$ cat src/first_fit_arena_allocator_top_defines.svh
// Assertion macros used by the allocator's controller.
// FFA_ASSERT_IMPL checks that the consequent holds in the same cycle as the antecedent.
// FFA_ASSERT_NEXT checks that the consequent holds in the cycle after the antecedent.
`ifndef FIRST_FIT_ARENA_ALLOCATOR_TOP_DEFINES_SVH
`define FIRST_FIT_ARENA_ALLOCATOR_TOP_DEFINES_SVH
`ifndef SYNTH
`define FFA_ASSERT_IMPL(lbl, ck, rn, ante, cons) \
    lbl: assert property (@(posedge ck) disable iff (!rn) (ante) |-> (cons)) \
        else $error("same-cycle check failed");
`define FFA_ASSERT_NEXT(lbl, ck, rn, ante, cons) \
    lbl: assert property (@(posedge ck) disable iff (!rn) (ante) |=> (cons)) \
        else $error("next-cycle check failed");
`else
`define FFA_ASSERT_IMPL(lbl, ck, rn, ante, cons)
`define FFA_ASSERT_NEXT(lbl, ck, rn, ante, cons)
`endif
`endif

$ cat src/ffa_pkg.sv
package ffa_pkg;

    localparam int ARENA_BYTES = 1024;
    localparam int MAX_BLOCKS  = 32;

    localparam int SIZE_W   = 10;
    localparam int HANDLE_W = 10;
    localparam int OFF_W    = 10;
    localparam int HDR_W    = 7;
    localparam int STATUS_W = 2;

    localparam int START_W = $clog2(ARENA_BYTES);
    localparam int LEN_W   = $clog2(ARENA_BYTES + 1);
    localparam int NEED_W  = ((SIZE_W > HDR_W) ? SIZE_W : HDR_W) + 1;
    localparam int ALU_W   = ((LEN_W > NEED_W) ? LEN_W : NEED_W) + 1;
    localparam int IDX_W   = $clog2(MAX_BLOCKS);
    localparam int CNT_W   = $clog2(MAX_BLOCKS + 1);

    localparam logic [HDR_W-1:0] HDR_RESET = HDR_W'(40);

    typedef enum logic [STATUS_W-1:0] {
        ST_OK         = 2'd0,
        ST_NO_SPACE   = 2'd1,
        ST_TABLE_FULL = 2'd2,
        ST_BAD_HANDLE = 2'd3
    } ffa_status_t;

    typedef enum logic {
        KIND_ALLOC = 1'b0,
        KIND_FREE  = 1'b1
    } ffa_kind_t;

    typedef enum logic {
        ALU_ADD = 1'b0,
        ALU_SUB = 1'b1
    } ffa_alu_op_t;

    typedef enum logic [4:0] {
        S_IDLE,
        S_NEED,
        S_RD,
        S_CHK,
        S_SPLIT,
        S_UP_RD,
        S_UP_WR,
        S_UP_FIN,
        S_SPLIT_WR,
        S_TOP,
        S_TOPCHK,
        S_NX_RD,
        S_NX_CHK,
        S_MRG1,
        S_MRG2,
        S_DN_RD,
        S_DN_WR,
        S_DONE
    } ffa_state_t;

    typedef struct packed {
        logic [START_W-1:0] start;
        logic [LEN_W-1:0]   len;
        logic               used;
    } ffa_entry_t;

    typedef struct packed {
        ffa_kind_t             kind;
        logic [SIZE_W-1:0]     size;
        logic [HANDLE_W-1:0]   handle;
    } ffa_item_t;

    typedef struct packed {
        ffa_status_t        status;
        logic [OFF_W-1:0]   offset;
    } ffa_res_t;

    typedef struct packed {
        ffa_alu_op_t        op;
        logic [ALU_W-1:0]   a;
        logic [ALU_W-1:0]   b;
    } ffa_alu_req_t;

    typedef struct packed {
        logic [ALU_W-1:0]   res;
        logic               zero;
        logic               borrow;
    } ffa_alu_rsp_t;

endpackage

$ cat src/ffa_ram.sv
module ffa_ram #(
    parameter int WIDTH = 8,
    parameter int DEPTH = 4
) (
    input  logic                     clk,
    input  logic                     we,
    input  logic [$clog2(DEPTH)-1:0] waddr,
    input  logic [WIDTH-1:0]         wdata,
    input  logic [$clog2(DEPTH)-1:0] raddr,
    output logic [WIDTH-1:0]         rdata
);

    logic [WIDTH-1:0] mem [DEPTH];

    always_ff @(posedge clk)
    begin
        if (we)
        begin
            mem[waddr] <= wdata;
        end
        rdata <= mem[raddr];
    end

endmodule

$ cat src/ffa_alu.sv
module ffa_alu (
    input  ffa_pkg::ffa_alu_req_t req,
    output ffa_pkg::ffa_alu_rsp_t rsp
);

    import ffa_pkg::*;

    logic [ALU_W:0] wide;

    // One adder/subtractor; the extra top bit is the borrow of a subtraction.
    always_comb
    begin
        case (req.op)
            ALU_ADD: wide = {1'b0, req.a} + {1'b0, req.b};
            ALU_SUB: wide = {1'b0, req.a} - {1'b0, req.b};
            default: wide = '0;
        endcase
        rsp.res    = wide[ALU_W-1:0];
        rsp.zero   = (wide[ALU_W-1:0] == '0);
        rsp.borrow = (req.op == ALU_SUB) && wide[ALU_W];
    end

endmodule

$ cat src/ffa_ctrl.sv
`include "first_fit_arena_allocator_top_defines.svh"

module ffa_ctrl (
    input  logic                        clk,
    input  logic                        rst_n,
    input  logic                        start,
    input  ffa_pkg::ffa_item_t          item,
    input  logic [ffa_pkg::HDR_W-1:0]   hdr,
    input  logic                        res_take,
    output logic                        idle,
    output logic                        res_valid,
    output ffa_pkg::ffa_res_t           res
);

    import ffa_pkg::*;

    ffa_state_t state_reg, state_next;

    logic [CNT_W-1:0]  cnt_reg, cnt_next;
    logic [LEN_W-1:0]  top_reg, top_next;

    ffa_item_t         item_reg, item_next;
    logic [NEED_W-1:0] need_reg, need_next;
    logic [CNT_W-1:0]  idx_reg, idx_next;
    logic [CNT_W-1:0]  k_reg, k_next;
    logic [1:0]        gap_reg, gap_next;
    ffa_entry_t        cur_reg, cur_next;
    ffa_entry_t        prev_reg, prev_next;
    ffa_entry_t        nxt_reg, nxt_next;
    logic              nfree_reg, nfree_next;
    logic [ALU_W-1:0]  tmp_reg, tmp_next;
    ffa_status_t       st_reg, st_next;
    logic [OFF_W-1:0]  off_reg, off_next;

    ffa_alu_req_t alu_req;
    ffa_alu_rsp_t alu_rsp;

    logic                        ram_we;
    logic [IDX_W-1:0]            ram_waddr;
    ffa_entry_t                  ram_wdata;
    logic [IDX_W-1:0]            ram_raddr;
    logic [$bits(ffa_entry_t)-1:0] ram_rdata;
    ffa_entry_t                  rd_ent;

    logic [CNT_W-1:0] idx_p1;
    logic [CNT_W-1:0] idx_m1;
    logic [CNT_W-1:0] k_m1;
    logic [CNT_W-1:0] k_mgap;
    logic             prev_free;

    ffa_ram #(
        .WIDTH($bits(ffa_entry_t)),
        .DEPTH(MAX_BLOCKS)
    ) u_table (
        .clk   (clk),
        .we    (ram_we),
        .waddr (ram_waddr),
        .wdata (ram_wdata),
        .raddr (ram_raddr),
        .rdata (ram_rdata)
    );

    ffa_alu u_alu (
        .req (alu_req),
        .rsp (alu_rsp)
    );

    assign rd_ent    = ffa_entry_t'(ram_rdata);
    assign idx_p1    = idx_reg + CNT_W'(1);
    assign idx_m1    = idx_reg - CNT_W'(1);
    assign k_m1      = k_reg - CNT_W'(1);
    assign k_mgap    = k_reg - CNT_W'(gap_reg);
    assign prev_free = (idx_reg != '0) && !prev_reg.used;

    assign idle       = (state_reg == S_IDLE);
    assign res_valid  = (state_reg == S_DONE);
    assign res.status = st_reg;
    assign res.offset = off_reg;

    always_ff @(posedge clk or negedge rst_n)
    begin
        if (!rst_n)
        begin
            state_reg <= S_IDLE;
            cnt_reg   <= '0;
            top_reg   <= '0;
        end
        else
        begin
            state_reg <= state_next;
            cnt_reg   <= cnt_next;
            top_reg   <= top_next;
        end
    end

    always_ff @(posedge clk)
    begin
        item_reg  <= item_next;
        need_reg  <= need_next;
        idx_reg   <= idx_next;
        k_reg     <= k_next;
        gap_reg   <= gap_next;
        cur_reg   <= cur_next;
        prev_reg  <= prev_next;
        nxt_reg   <= nxt_next;
        nfree_reg <= nfree_next;
        tmp_reg   <= tmp_next;
        st_reg    <= st_next;
        off_reg   <= off_next;
    end

    always_comb
    begin
        state_next = state_reg;
        cnt_next   = cnt_reg;
        top_next   = top_reg;
        item_next  = item_reg;
        need_next  = need_reg;
        idx_next   = idx_reg;
        k_next     = k_reg;
        gap_next   = gap_reg;
        cur_next   = cur_reg;
        prev_next  = prev_reg;
        nxt_next   = nxt_reg;
        nfree_next = nfree_reg;
        tmp_next   = tmp_reg;
        st_next    = st_reg;
        off_next   = off_reg;

        alu_req.op = ALU_ADD;
        alu_req.a  = '0;
        alu_req.b  = '0;

        ram_we    = 1'b0;
        ram_waddr = idx_reg[IDX_W-1:0];
        ram_wdata = '0;
        ram_raddr = idx_reg[IDX_W-1:0];

        case (state_reg)
            S_IDLE:
            begin
                if (start)
                begin
                    item_next  = item;
                    state_next = S_NEED;
                end
            end

            S_NEED:
            begin
                // A request of zero total bytes still takes one byte.
                alu_req.op = ALU_ADD;
                alu_req.a  = ALU_W'(item_reg.size);
                alu_req.b  = ALU_W'(hdr);
                need_next  = alu_rsp.zero ? NEED_W'(1) : alu_rsp.res[NEED_W-1:0];
                idx_next   = '0;
                state_next = S_RD;
            end

            S_RD:
            begin
                if (idx_reg == cnt_reg)
                begin
                    if (item_reg.kind == KIND_ALLOC)
                    begin
                        state_next = S_TOP;
                    end
                    else
                    begin
                        st_next    = ST_BAD_HANDLE;
                        off_next   = '0;
                        state_next = S_DONE;
                    end
                end
                else
                begin
                    ram_raddr  = idx_reg[IDX_W-1:0];
                    state_next = S_CHK;
                end
            end

            S_CHK:
            begin
                if (item_reg.kind == KIND_ALLOC)
                begin
                    alu_req.op = ALU_SUB;
                    alu_req.a  = ALU_W'(rd_ent.len);
                    alu_req.b  = ALU_W'(need_reg);
                    if (!rd_ent.used && !alu_rsp.borrow)
                    begin
                        cur_next = rd_ent;
                        tmp_next = alu_rsp.res;
                        if (!alu_rsp.zero && (cnt_reg < CNT_W'(MAX_BLOCKS)))
                        begin
                            state_next = S_SPLIT;
                        end
                        else
                        begin
                            // Exact fit, or no entry left for a remainder.
                            ram_we     = 1'b1;
                            ram_waddr  = idx_reg[IDX_W-1:0];
                            ram_wdata  = '{start: rd_ent.start, len: rd_ent.len, used: 1'b1};
                            st_next    = ST_OK;
                            off_next   = OFF_W'(rd_ent.start);
                            state_next = S_DONE;
                        end
                    end
                    else
                    begin
                        idx_next   = idx_p1;
                        state_next = S_RD;
                    end
                end
                else
                begin
                    alu_req.op = ALU_SUB;
                    alu_req.a  = ALU_W'(rd_ent.start);
                    alu_req.b  = ALU_W'(item_reg.handle);
                    if (alu_rsp.zero)
                    begin
                        if (!rd_ent.used)
                        begin
                            st_next    = ST_BAD_HANDLE;
                            off_next   = '0;
                            state_next = S_DONE;
                        end
                        else
                        begin
                            cur_next   = rd_ent;
                            state_next = S_NX_RD;
                        end
                    end
                    else
                    begin
                        prev_next  = rd_ent;
                        idx_next   = idx_p1;
                        state_next = S_RD;
                    end
                end
            end

            S_SPLIT:
            begin
                alu_req.op = ALU_ADD;
                alu_req.a  = ALU_W'(cur_reg.start);
                alu_req.b  = ALU_W'(need_reg);
                nxt_next   = '{start: START_W'(alu_rsp.res), len: LEN_W'(tmp_reg), used: 1'b0};
                k_next     = cnt_reg;
                state_next = S_UP_RD;
            end

            S_UP_RD:
            begin
                if (k_reg == idx_p1)
                begin
                    state_next = S_UP_FIN;
                end
                else
                begin
                    ram_raddr  = k_m1[IDX_W-1:0];
                    state_next = S_UP_WR;
                end
            end

            S_UP_WR:
            begin
                ram_we     = 1'b1;
                ram_waddr  = k_reg[IDX_W-1:0];
                ram_wdata  = rd_ent;
                k_next     = k_m1;
                state_next = S_UP_RD;
            end

            S_UP_FIN:
            begin
                ram_we     = 1'b1;
                ram_waddr  = idx_p1[IDX_W-1:0];
                ram_wdata  = nxt_reg;
                state_next = S_SPLIT_WR;
            end

            S_SPLIT_WR:
            begin
                ram_we     = 1'b1;
                ram_waddr  = idx_reg[IDX_W-1:0];
                ram_wdata  = '{start: cur_reg.start, len: LEN_W'(need_reg), used: 1'b1};
                cnt_next   = cnt_reg + CNT_W'(1);
                st_next    = ST_OK;
                off_next   = OFF_W'(cur_reg.start);
                state_next = S_DONE;
            end

            S_TOP:
            begin
                alu_req.op = ALU_ADD;
                alu_req.a  = ALU_W'(top_reg);
                alu_req.b  = ALU_W'(need_reg);
                tmp_next   = alu_rsp.res;
                state_next = S_TOPCHK;
            end

            S_TOPCHK:
            begin
                alu_req.op = ALU_SUB;
                alu_req.a  = ALU_W'(ARENA_BYTES);
                alu_req.b  = tmp_reg;
                if (alu_rsp.borrow)
                begin
                    st_next  = ST_NO_SPACE;
                    off_next = '0;
                end
                else if (cnt_reg >= CNT_W'(MAX_BLOCKS))
                begin
                    st_next  = ST_TABLE_FULL;
                    off_next = '0;
                end
                else
                begin
                    ram_we    = 1'b1;
                    ram_waddr = cnt_reg[IDX_W-1:0];
                    ram_wdata = '{start: START_W'(top_reg), len: LEN_W'(need_reg), used: 1'b1};
                    cnt_next  = cnt_reg + CNT_W'(1);
                    top_next  = LEN_W'(tmp_reg);
                    st_next   = ST_OK;
                    off_next  = OFF_W'(top_reg);
                end
                state_next = S_DONE;
            end

            S_NX_RD:
            begin
                if (idx_p1 < cnt_reg)
                begin
                    ram_raddr  = idx_p1[IDX_W-1:0];
                    state_next = S_NX_CHK;
                end
                else
                begin
                    nfree_next = 1'b0;
                    state_next = S_MRG1;
                end
            end

            S_NX_CHK:
            begin
                nxt_next   = rd_ent;
                nfree_next = !rd_ent.used;
                state_next = S_MRG1;
            end

            S_MRG1:
            begin
                alu_req.op = ALU_ADD;
                alu_req.a  = ALU_W'(cur_reg.len);
                alu_req.b  = nfree_reg ? ALU_W'(nxt_reg.len) : '0;
                tmp_next   = alu_rsp.res;
                state_next = S_MRG2;
            end

            S_MRG2:
            begin
                ram_we = 1'b1;
                if (prev_free)
                begin
                    alu_req.op = ALU_ADD;
                    alu_req.a  = ALU_W'(prev_reg.len);
                    alu_req.b  = tmp_reg;
                    ram_waddr  = idx_m1[IDX_W-1:0];
                    ram_wdata  = '{start: prev_reg.start, len: LEN_W'(alu_rsp.res), used: 1'b0};
                end
                else
                begin
                    ram_waddr = idx_reg[IDX_W-1:0];
                    ram_wdata = '{start: cur_reg.start, len: LEN_W'(tmp_reg), used: 1'b0};
                end
                // Entries after the merged ones close up over the dropped entries.
                gap_next   = {1'b0, nfree_reg} + {1'b0, prev_free};
                k_next     = idx_p1 + CNT_W'(nfree_reg);
                st_next    = ST_OK;
                off_next   = OFF_W'(item_reg.handle);
                state_next = (nfree_reg || prev_free) ? S_DN_RD : S_DONE;
            end

            S_DN_RD:
            begin
                if (k_reg == cnt_reg)
                begin
                    cnt_next   = cnt_reg - CNT_W'(gap_reg);
                    state_next = S_DONE;
                end
                else
                begin
                    ram_raddr  = k_reg[IDX_W-1:0];
                    state_next = S_DN_WR;
                end
            end

            S_DN_WR:
            begin
                ram_we     = 1'b1;
                ram_waddr  = k_mgap[IDX_W-1:0];
                ram_wdata  = rd_ent;
                k_next     = k_reg + CNT_W'(1);
                state_next = S_DN_RD;
            end

            S_DONE:
            begin
                if (res_take)
                begin
                    state_next = S_IDLE;
                end
            end

            default:
            begin
                state_next = S_IDLE;
            end
        endcase
    end

    `FFA_ASSERT_IMPL(a_cnt_bound, clk, rst_n, 1'b1, cnt_reg <= CNT_W'(MAX_BLOCKS))
    `FFA_ASSERT_IMPL(a_top_bound, clk, rst_n, 1'b1, top_reg <= LEN_W'(ARENA_BYTES))
    `FFA_ASSERT_NEXT(a_start_runs, clk, rst_n, start, state_reg == S_NEED)
    `FFA_ASSERT_IMPL(a_err_off_zero, clk, rst_n, res_valid && (st_reg != ST_OK), off_reg == '0)
    `FFA_ASSERT_NEXT(a_idle_holds, clk, rst_n, idle && !start, cnt_reg == $past(cnt_reg))

endmodule

$ cat src/first_fit_arena_allocator_top.sv
// Channel  | Handshake            | Beat fields
// ---------+----------------------+---------------------------------
// cfg      | cfg_wr_en            | cfg_wr_data (header_bytes)
// in       | in_valid / in_stall  | kind, size, handle
// out      | out_valid / out_stall| status, offset
//
// An allocate beat reads table entries one at a time and moves the entries after the fit
// up on a split; a free beat is alike, with entries moved down on a merge. Entries scanned
// and entries moved never add up to more than the table, and the next beat is taken only
// once the sequencer is back in idle. The pace is set by the single read port of the block
// table RAM (registered read data) and the one shared adder/subtractor.
// Reset clears the block count, the arena top and the header size to 40; the table RAM is
// not cleared, since only entries below the block count are ever read.
// in_stall is high from the accepted request until its result has been moved into the
// output register; a waiting result in that register does not hold back the next request.

module first_fit_arena_allocator_top (
    input  logic                           clk,
    input  logic                           rst_n,
    input  logic                           cfg_wr_en,
    input  logic [ffa_pkg::HDR_W-1:0]      cfg_wr_data,
    input  logic                           in_valid,
    output logic                           in_stall,
    input  logic                           kind,
    input  logic [ffa_pkg::SIZE_W-1:0]     size,
    input  logic [ffa_pkg::HANDLE_W-1:0]   handle,
    output logic                           out_valid,
    input  logic                           out_stall,
    output logic [ffa_pkg::STATUS_W-1:0]   status,
    output logic [ffa_pkg::OFF_W-1:0]      offset
);

    import ffa_pkg::*;

    logic [HDR_W-1:0]    hdr_reg;
    logic                out_valid_reg, out_valid_next;
    logic [STATUS_W-1:0] status_reg;
    logic [OFF_W-1:0]    offset_reg;

    logic       idle;
    logic       start;
    logic       res_valid;
    logic       res_take;
    ffa_item_t  item;
    ffa_res_t   res;

    // The sequencer only takes a request while it sits idle.
    assign in_stall = !idle;
    assign start    = in_valid && idle;

    assign item.kind   = ffa_kind_t'(kind);
    assign item.size   = size;
    assign item.handle = handle;

    // A finished result moves into the output register once that register is empty
    // or its beat is being taken in the same cycle.
    assign res_take       = res_valid && (!out_valid_reg || !out_stall);
    assign out_valid_next = res_take || (out_valid_reg && out_stall);

    ffa_ctrl u_ctrl (
        .clk       (clk),
        .rst_n     (rst_n),
        .start     (start),
        .item      (item),
        .hdr       (hdr_reg),
        .res_take  (res_take),
        .idle      (idle),
        .res_valid (res_valid),
        .res       (res)
    );

    always_ff @(posedge clk or negedge rst_n)
    begin
        if (!rst_n)
        begin
            hdr_reg       <= HDR_RESET;
            out_valid_reg <= 1'b0;
        end
        else
        begin
            if (cfg_wr_en)
            begin
                hdr_reg <= cfg_wr_data;
            end
            out_valid_reg <= out_valid_next;
        end
    end

    // Output beat payload; it only changes when a new result is loaded.
    always_ff @(posedge clk)
    begin
        if (res_take)
        begin
            status_reg <= res.status;
            offset_reg <= res.offset;
        end
    end

    assign out_valid = out_valid_reg;
    assign status    = status_reg;
    assign offset    = offset_reg;

endmodule

$ cat config.mk
export PLATFORM = sky130hd
export DESIGN_NAME = first_fit_arena_allocator_top
export DESIGN_NICKNAME = d
export VERILOG_FILES = /design/src/ffa_pkg.sv /design/src/ffa_ram.sv /design/src/ffa_alu.sv /design/src/ffa_ctrl.sv /design/src/first_fit_arena_allocator_top.sv
export VERILOG_INCLUDE_DIRS = /design/src /design/src/src
export SDC_FILE = /design/constraint.sdc
export NUM_CORES = 1
export LEC_CHECK = 0
export BUFFER_PORTS_ARGS = -buffer_cell sky130_fd_sc_hd__buf_2
export CORE_ASPECT_RATIO = 0.7
export CORE_MARGIN = 4
export CORE_UTILIZATION = 25
export CTS_CLUSTER_SIZE = 8
export DETAILED_ROUTE_END_ITERATION = 10
export GPL_TIMING_DRIVEN = 0
export PLACE_DENSITY = 0.5
export SLEW_MARGIN = 40
export SYNTH_ARGS = -nofsm -noshare
export SYNTH_HDL_FRONTEND = slang
export SYNTH_HIERARCHICAL = 1
export SYNTH_SLANG_ARGS = --single-unit
$ cat constraint.sdc
create_clock -name clk -period 14.97 [get_ports clk]
set_input_delay 2.2455 -clock clk [delete_from_list [all_inputs] [get_ports clk]]
set_output_delay 2.2455 -clock clk [all_outputs]
set_load 0.02 [all_outputs]
; Word-level counts from Yosys, hierarchy flattened
; Memories as Yosys holds them, arrays and structs flattened. A register that Yosys moved wholly into a read port is not among the register bits.
; Cells that the tools add are included.
[op_classes]
addsub = 11
order_cmp = 3
reduce_logical = 46
muxes = 81
eq_ne = 38
bitwise_logic = 4
[ops]
columns = operator, n
row1 = 2-to-1 mux 22 bit, 10
row2 = one-hot mux 25 bit (7 select lines), 1
row3 = one-hot mux 22 bit (6 select lines), 1
row4 = 2-to-1 mux 10 bit, 9
row5 = 2-to-1 mux 5 bit, 16
row6 = one-hot mux 5 bit (16 select lines), 1
row7 = one-hot mux 10 bit (5 select lines), 1
row8 = 2-to-1 mux 23 bit, 2
row9 = one-hot mux 22 bit (2 select lines), 1
row10 = == test 5 x 4 -> 1 bit (second input constant), 8
row11 = 2-to-1 mux 6 bit, 6
row12 = one-hot mux 13 bit (2 select lines), 1
row13 = one-hot mux 5 bit (5 select lines), 1
row14 = 2-to-1 mux 12 bit, 2
row15 = one-hot mux 12 bit (2 select lines), 1
row16 = one-hot mux 6 bit (4 select lines), 1
row17 = == test 5 x 3 -> 1 bit (second input constant), 4
row18 = adder 6 x 1 -> 6 bit (second input constant), 3
row19 = == test 6 bit, 3
row20 = 2-to-1 mux 2 bit, 9
row21 = one-hot mux 6 bit (3 select lines), 1
row22 = one-hot mux 5 bit (3 select lines), 1
row23 = AND reduction 7 bit, 2
row24 = adder 12 x 12 -> 13 bit, 1
row25 = 40 further kinds, 97
[totals]
in_bits = 33
elab_cells = 210
memories = 1
ff_bits = 178
ramBits = 704
[mem_list]
columns = memory, words, word_bits, read_ports, rd_clocked_by_memory_dff, write_ports, line_no
row1 = u_ctrl.u_table.mem, 32, 22, 1, 1, 1, ffa_ram.sv:13  ; logic [WIDTH-1:0] mem [DEPTH];

; Depth between registers and ports, before layout
[depth]
depth_word = 15
ltp_mapped = 29
ltp_nobuf = 26

; Modules after synthesis
; Netlist, hierarchy kept.
[by_module_without_submodules]
columns = mod, area_each_um2, cells_each, instances
row1 = ffa_ram, 27985.6, 1550, 1
row2 = ffa_ctrl, 9215.1, 841, 1
row3 = ffa_alu, 827.0, 110, 1
row4 = first_fit_arena_allocator_top, 704.4, 32, 1

; Worst setup path after synthesis
; No wires, ideal clock.
[synth_timing]
kind = reg2reg
start = register u_ctrl.idx_reg[0]
end = register u_ctrl.off_reg[0], enable pin
t_required_ns = 14.536
setup_slack_ns = 7.749
setup_time_ns = 0.434
t_arrival_ns = 6.787
path_stages_with_launch = 23
cell_sequence = edfxtp_1 buf_2 inv_1 ha_1 a31oi_2 nand2_1 nand2_1 buf_2 a221o_1 nor3_1 a31o_2 o21ai_0 xnor2_1 ha_1 a21o_1 a21o_1 a221oi_2 xnor2_1 or4_1 nor4_2 nor2b_1 o21ai_1 a2111oi_0
[synth_rtl]
columns = item, line_no
row1 = start: declaration, ffa_ctrl.sv:24  ; logic [CNT_W-1:0] idx_reg, idx_next;
row2 = start signal: assignment, ffa_ctrl.sv:100  ; idx_reg <= idx_next;
row3 = end signal: assignment, ffa_ctrl.sv:109  ; off_reg <= off_next;
row4 = end: declaration, ffa_ctrl.sv:33  ; logic [OFF_W-1:0] off_reg, off_next;

; Worst setup path after layout
[layout_timing]
start = register u_ctrl.idx_reg[0]
end = memory u_ctrl/u_table/mem[0][13] (netlist name), enable pin
[layout_via]
word_cells_on_any_way = 26
classes_between = add/sub: 4 / mux: 14 / reduce/logical: 8
[layout_rtl]
columns = item, line_no
row1 = subtractor 5 x 1 -> 5 bit, ffa_ctrl.sv:70  ; assign idx_m1 = idx_reg - CNT_W'(1);
row2 = via u_ctrl.idx_m1[0], ffa_ctrl.sv:46  ; logic [CNT_W-1:0] idx_m1;
row3 = 2-to-1 mux 5 bit, ffa_ctrl.sv:363  ; if (prev_free)
row4 = one-hot mux 5 bit (5 select lines), ffa_ctrl.sv:139  ; case (state_reg)
row5 = end: declaration, ffa_ram.sv:13
; The timed path passes the listed nets, and every way through them passes these cells.

==> run summary <==
Die Height: 337 um
Clock root cell: clkbuf_16
CTS clk-pin slew, worst paths: 0.06 ns
TNS Setup: 0 ns
Postcts setup bufs: 0
Max clock buf depth: 3
Slowest stage cell on the critical path: or3b_2
Sw Ratio: 39.6%
Full die area: 0.161 sq mm
Via count of the first global-routing pass: 22700
Main synth FF type: edfxtp_1
Area grow syn2layout: 22.0%
CORE AREA: 0.153 sq mm
Max Cap Viol: 0
Pint: 0.00639 W
Initial DRC Count: 2680
Port Buf Inserts: 45
Cells after Synth: 2533
Met2 GRT Util: 18.7%
# H-tree levels: 4
Clock sink count: 904
Antenna viol nets, final: 0
Max VDD drop: 0.170 mV
Most frequent cell after synthesis: edfxtp_1
Synthesis-stage register bit count: 904
Fillcell total: 15200
PD cells: 224 mW/mm^2
Synthesized area per cell: 15.3 sq um
Yosys top cell area share: 66.1%
Largest net degree at the start of global routing: 33
Cts hold-fix bufs: 0
Crit-path max cell delay: 0.56 ns
Worst slew margin: 36.6%
Mapped Nets: 2603
TritonCTS clock tree: built
Max Slew Vio Count: 0
Final instance area: 0.0473 sq mm
Placed cell area: 0.0436 sq mm
Critical path data arrival time: 10.15 ns
Worst-margin pin slew: 0.951 ns
Setup repair after global routing missed its margin: false
Gr busiest metal: met1
Library cells used by synthesis: 89
Share of cells above drive strength 1: 18.3%
Crit start category: register
Detailed Route WL: 120000 um
DR WL/cell: 24.5 um
Yosys top cell by area: edfxtp_1
Most flops, register: u_ctrl/u_table/mem
Drt first pass iters: 6
Vias: 24200
Net count, final: 2861
Worst-path maximum fanout: 12
Synth area leaders: edfxtp_1 (66%), mux2i_1 (9.9%), a22oi_1 (2.0%)
I/O Pins: 47
Seq/Total Area, Yosys: 69.1%
Crit path capture type: register
Post-Syn Area: 0.0387 sq mm
Clk_skew: 0.0275 ns
Die W: 478 um
Number of synthesized flops with an enable pin: 852
Clock Latency Late Sink: 0.74 ns
Synth warn: 6
Rows: 120
Hold Path Class: reg -> reg
First-pass GRT wire length: 169000 um
Grt total ovfl: 0
Hold WS: 0.417 ns
DRC Markers: 0
Post-CTS Resized: 0
GR Util All Layers: 14.5%
Seq pwr share: 32.5%
Net Sw Power: 0.00419 W
Hold Vio Cnt, Final: 0
Leakage: 16.4 nW
Tcrit/Tclk final: 64.9%
Initial antenna violation count: 13
GR Layer Usage met1: 22.9%
Critical setup path kind: reg -> reg
Critical path data required time: 15.40 ns
Starting Density: 25.2%
DR vias/cell: 4.93
Post-DP HPWL: 86200 um
Status: finished, final reports clean
Async set or reset register ratio after synthesis: 3.32%
Combinational power share: 42.1%
Most frequent cells after synthesis: edfxtp_1 (852), mux2i_1 (382), nand2_1 (124)
CTS buffer count: 131
Clk pwr share: 25.4%
Number of flip-flops in the largest register: 704
Setup-failing EPs final: 0
Placer Congestion: 0.954
GR Layer Usage met3: 4.41%
Final min period: 9.72 ns
Max Fclk: 103 MHz
area by class of cell:
class | instances | area [sq um] | share of cell area, %
Inverter | 42 | 158 | 0.334
Multi-Input combinational cell | 1433 | 11500 | 24.4
Antenna cell | 1 | 2.50 | 0.00530
Buffer | 154 | 905 | 1.91
Clock buffer | 162 | 3420 | 7.23
Tap cell | 2074 | 2590 | 5.49
Clock inverter | 15 | 236 | 0.500
Timing Repair Buffer | 125 | 1630 | 3.45
Sequential cell | 904 | 26800 | 56.7
critical path: cells and delay by family (launching register included):
kind	cells	cell delay, ns
AOI/OAI and AO/OA	10	3.14
and+or+nand+nor	8	2.77
buffers and inverters	7	2.10
adders and majority gates	2	0.73
DFF	1	0.46
xor gates and xnor gates	1	0.16
through the flow:
step	power, W	setup WS [ns]	util, %	instances
5_1_grt	0.0110	5.07	30.8	4910
2_1_floorplan	0.00599	7.75	-	2533
6_report	0.0106	5.25	30.8	4910
3_5_place_dp	0.00784	5.59	28.4	4732
3_3_place_gp	0.00758	3.98	27.1	4652
4_1_cts	0.0106	5.53	30.8	4909
cell usage in the layout (no fill, tap or decap), drive strengths merged, types with 5 or more instances in the layout:
master  Yosys  final
or3        10     10
nor2b      24     24
a31oi      30     30
nand3b      6      6
dfrtp      28     28
o31ai       5      5
o211ai      5      5
mux2i     382    382
a21oi      82     82
and2       12     12
a22o       54     54
clkinv      0      6
nand4      28     28
o221ai      5      5
dfxtp      22     22
edfxtp    852    852
a222oi     26     26
a221oi     17     17
nor2      102    102
o21ai      58     58
clkbuf     62    224
mux2       43     43
or2         7      7
inv        42     50
nand3      71     71
a211oi      5      5
xor2       18     18
nor3b       6      6
buf        92    215
or3b        5      5
ha         34     34
nor3       36     36
nand2     126    126
nand2b     14     14
xnor2      29     29
a21o        7      7
a221o      21     21
a22oi     104    104
power by group through the flow:
stage                     clock (W)  combinational, W  sequential, W
after floorplan                   0           0.00256        0.00343
after global placement            0           0.00405        0.00353
after detailed placement          0           0.00435        0.00348
after CTS                   0.00275           0.00438        0.00344
after global routing        0.00286           0.00470        0.00346
final                       0.00269           0.00445        0.00344
metal layers:
layer | up-vias | wire (um)
li1 | 10500 | -
met1 | 12400 | 58500
met2 | 1140 | 46500
met3 | 138 | 13000
met4 | 0 | 2110
met5 | - | 0
cells by family after synthesis:
kind of cell	count (synthesis)	synth area share (%)
AND/OR/NAND/NOR	464	5.98
other	1	0.00968
adder cells (fa/ha/maj)	37	1.25
XOR/XNOR	48	1.12
flip-flops	904	69.1
multiplexers	425	11.2
buffers and inverters	196	2.72
AO/OA/AOI/OAI	458	8.59
worst paths after layout:
check	cells past startpoint	startpoint	endpoint	slack, ns
min in group asynchronous	1	rst_n	u_ctrl/cnt_reg[3]	1.49
setup reg to reg	28	u_ctrl/idx_reg[0]	u_ctrl/u_table/mem[0][13]	5.25
setup / recovery	28	u_ctrl/idx_reg[0]	u_ctrl/u_table/mem[0][13]	5.25
hold / removal	0	u_ctrl/off_reg[9]	offset[9]	0.42
max in group asynchronous	1	rst_n	u_ctrl/top_reg[7]	13.04
hold reg to reg	0	u_ctrl/off_reg[9]	offset[9]	0.42
(Power assumes the default switching activity.)
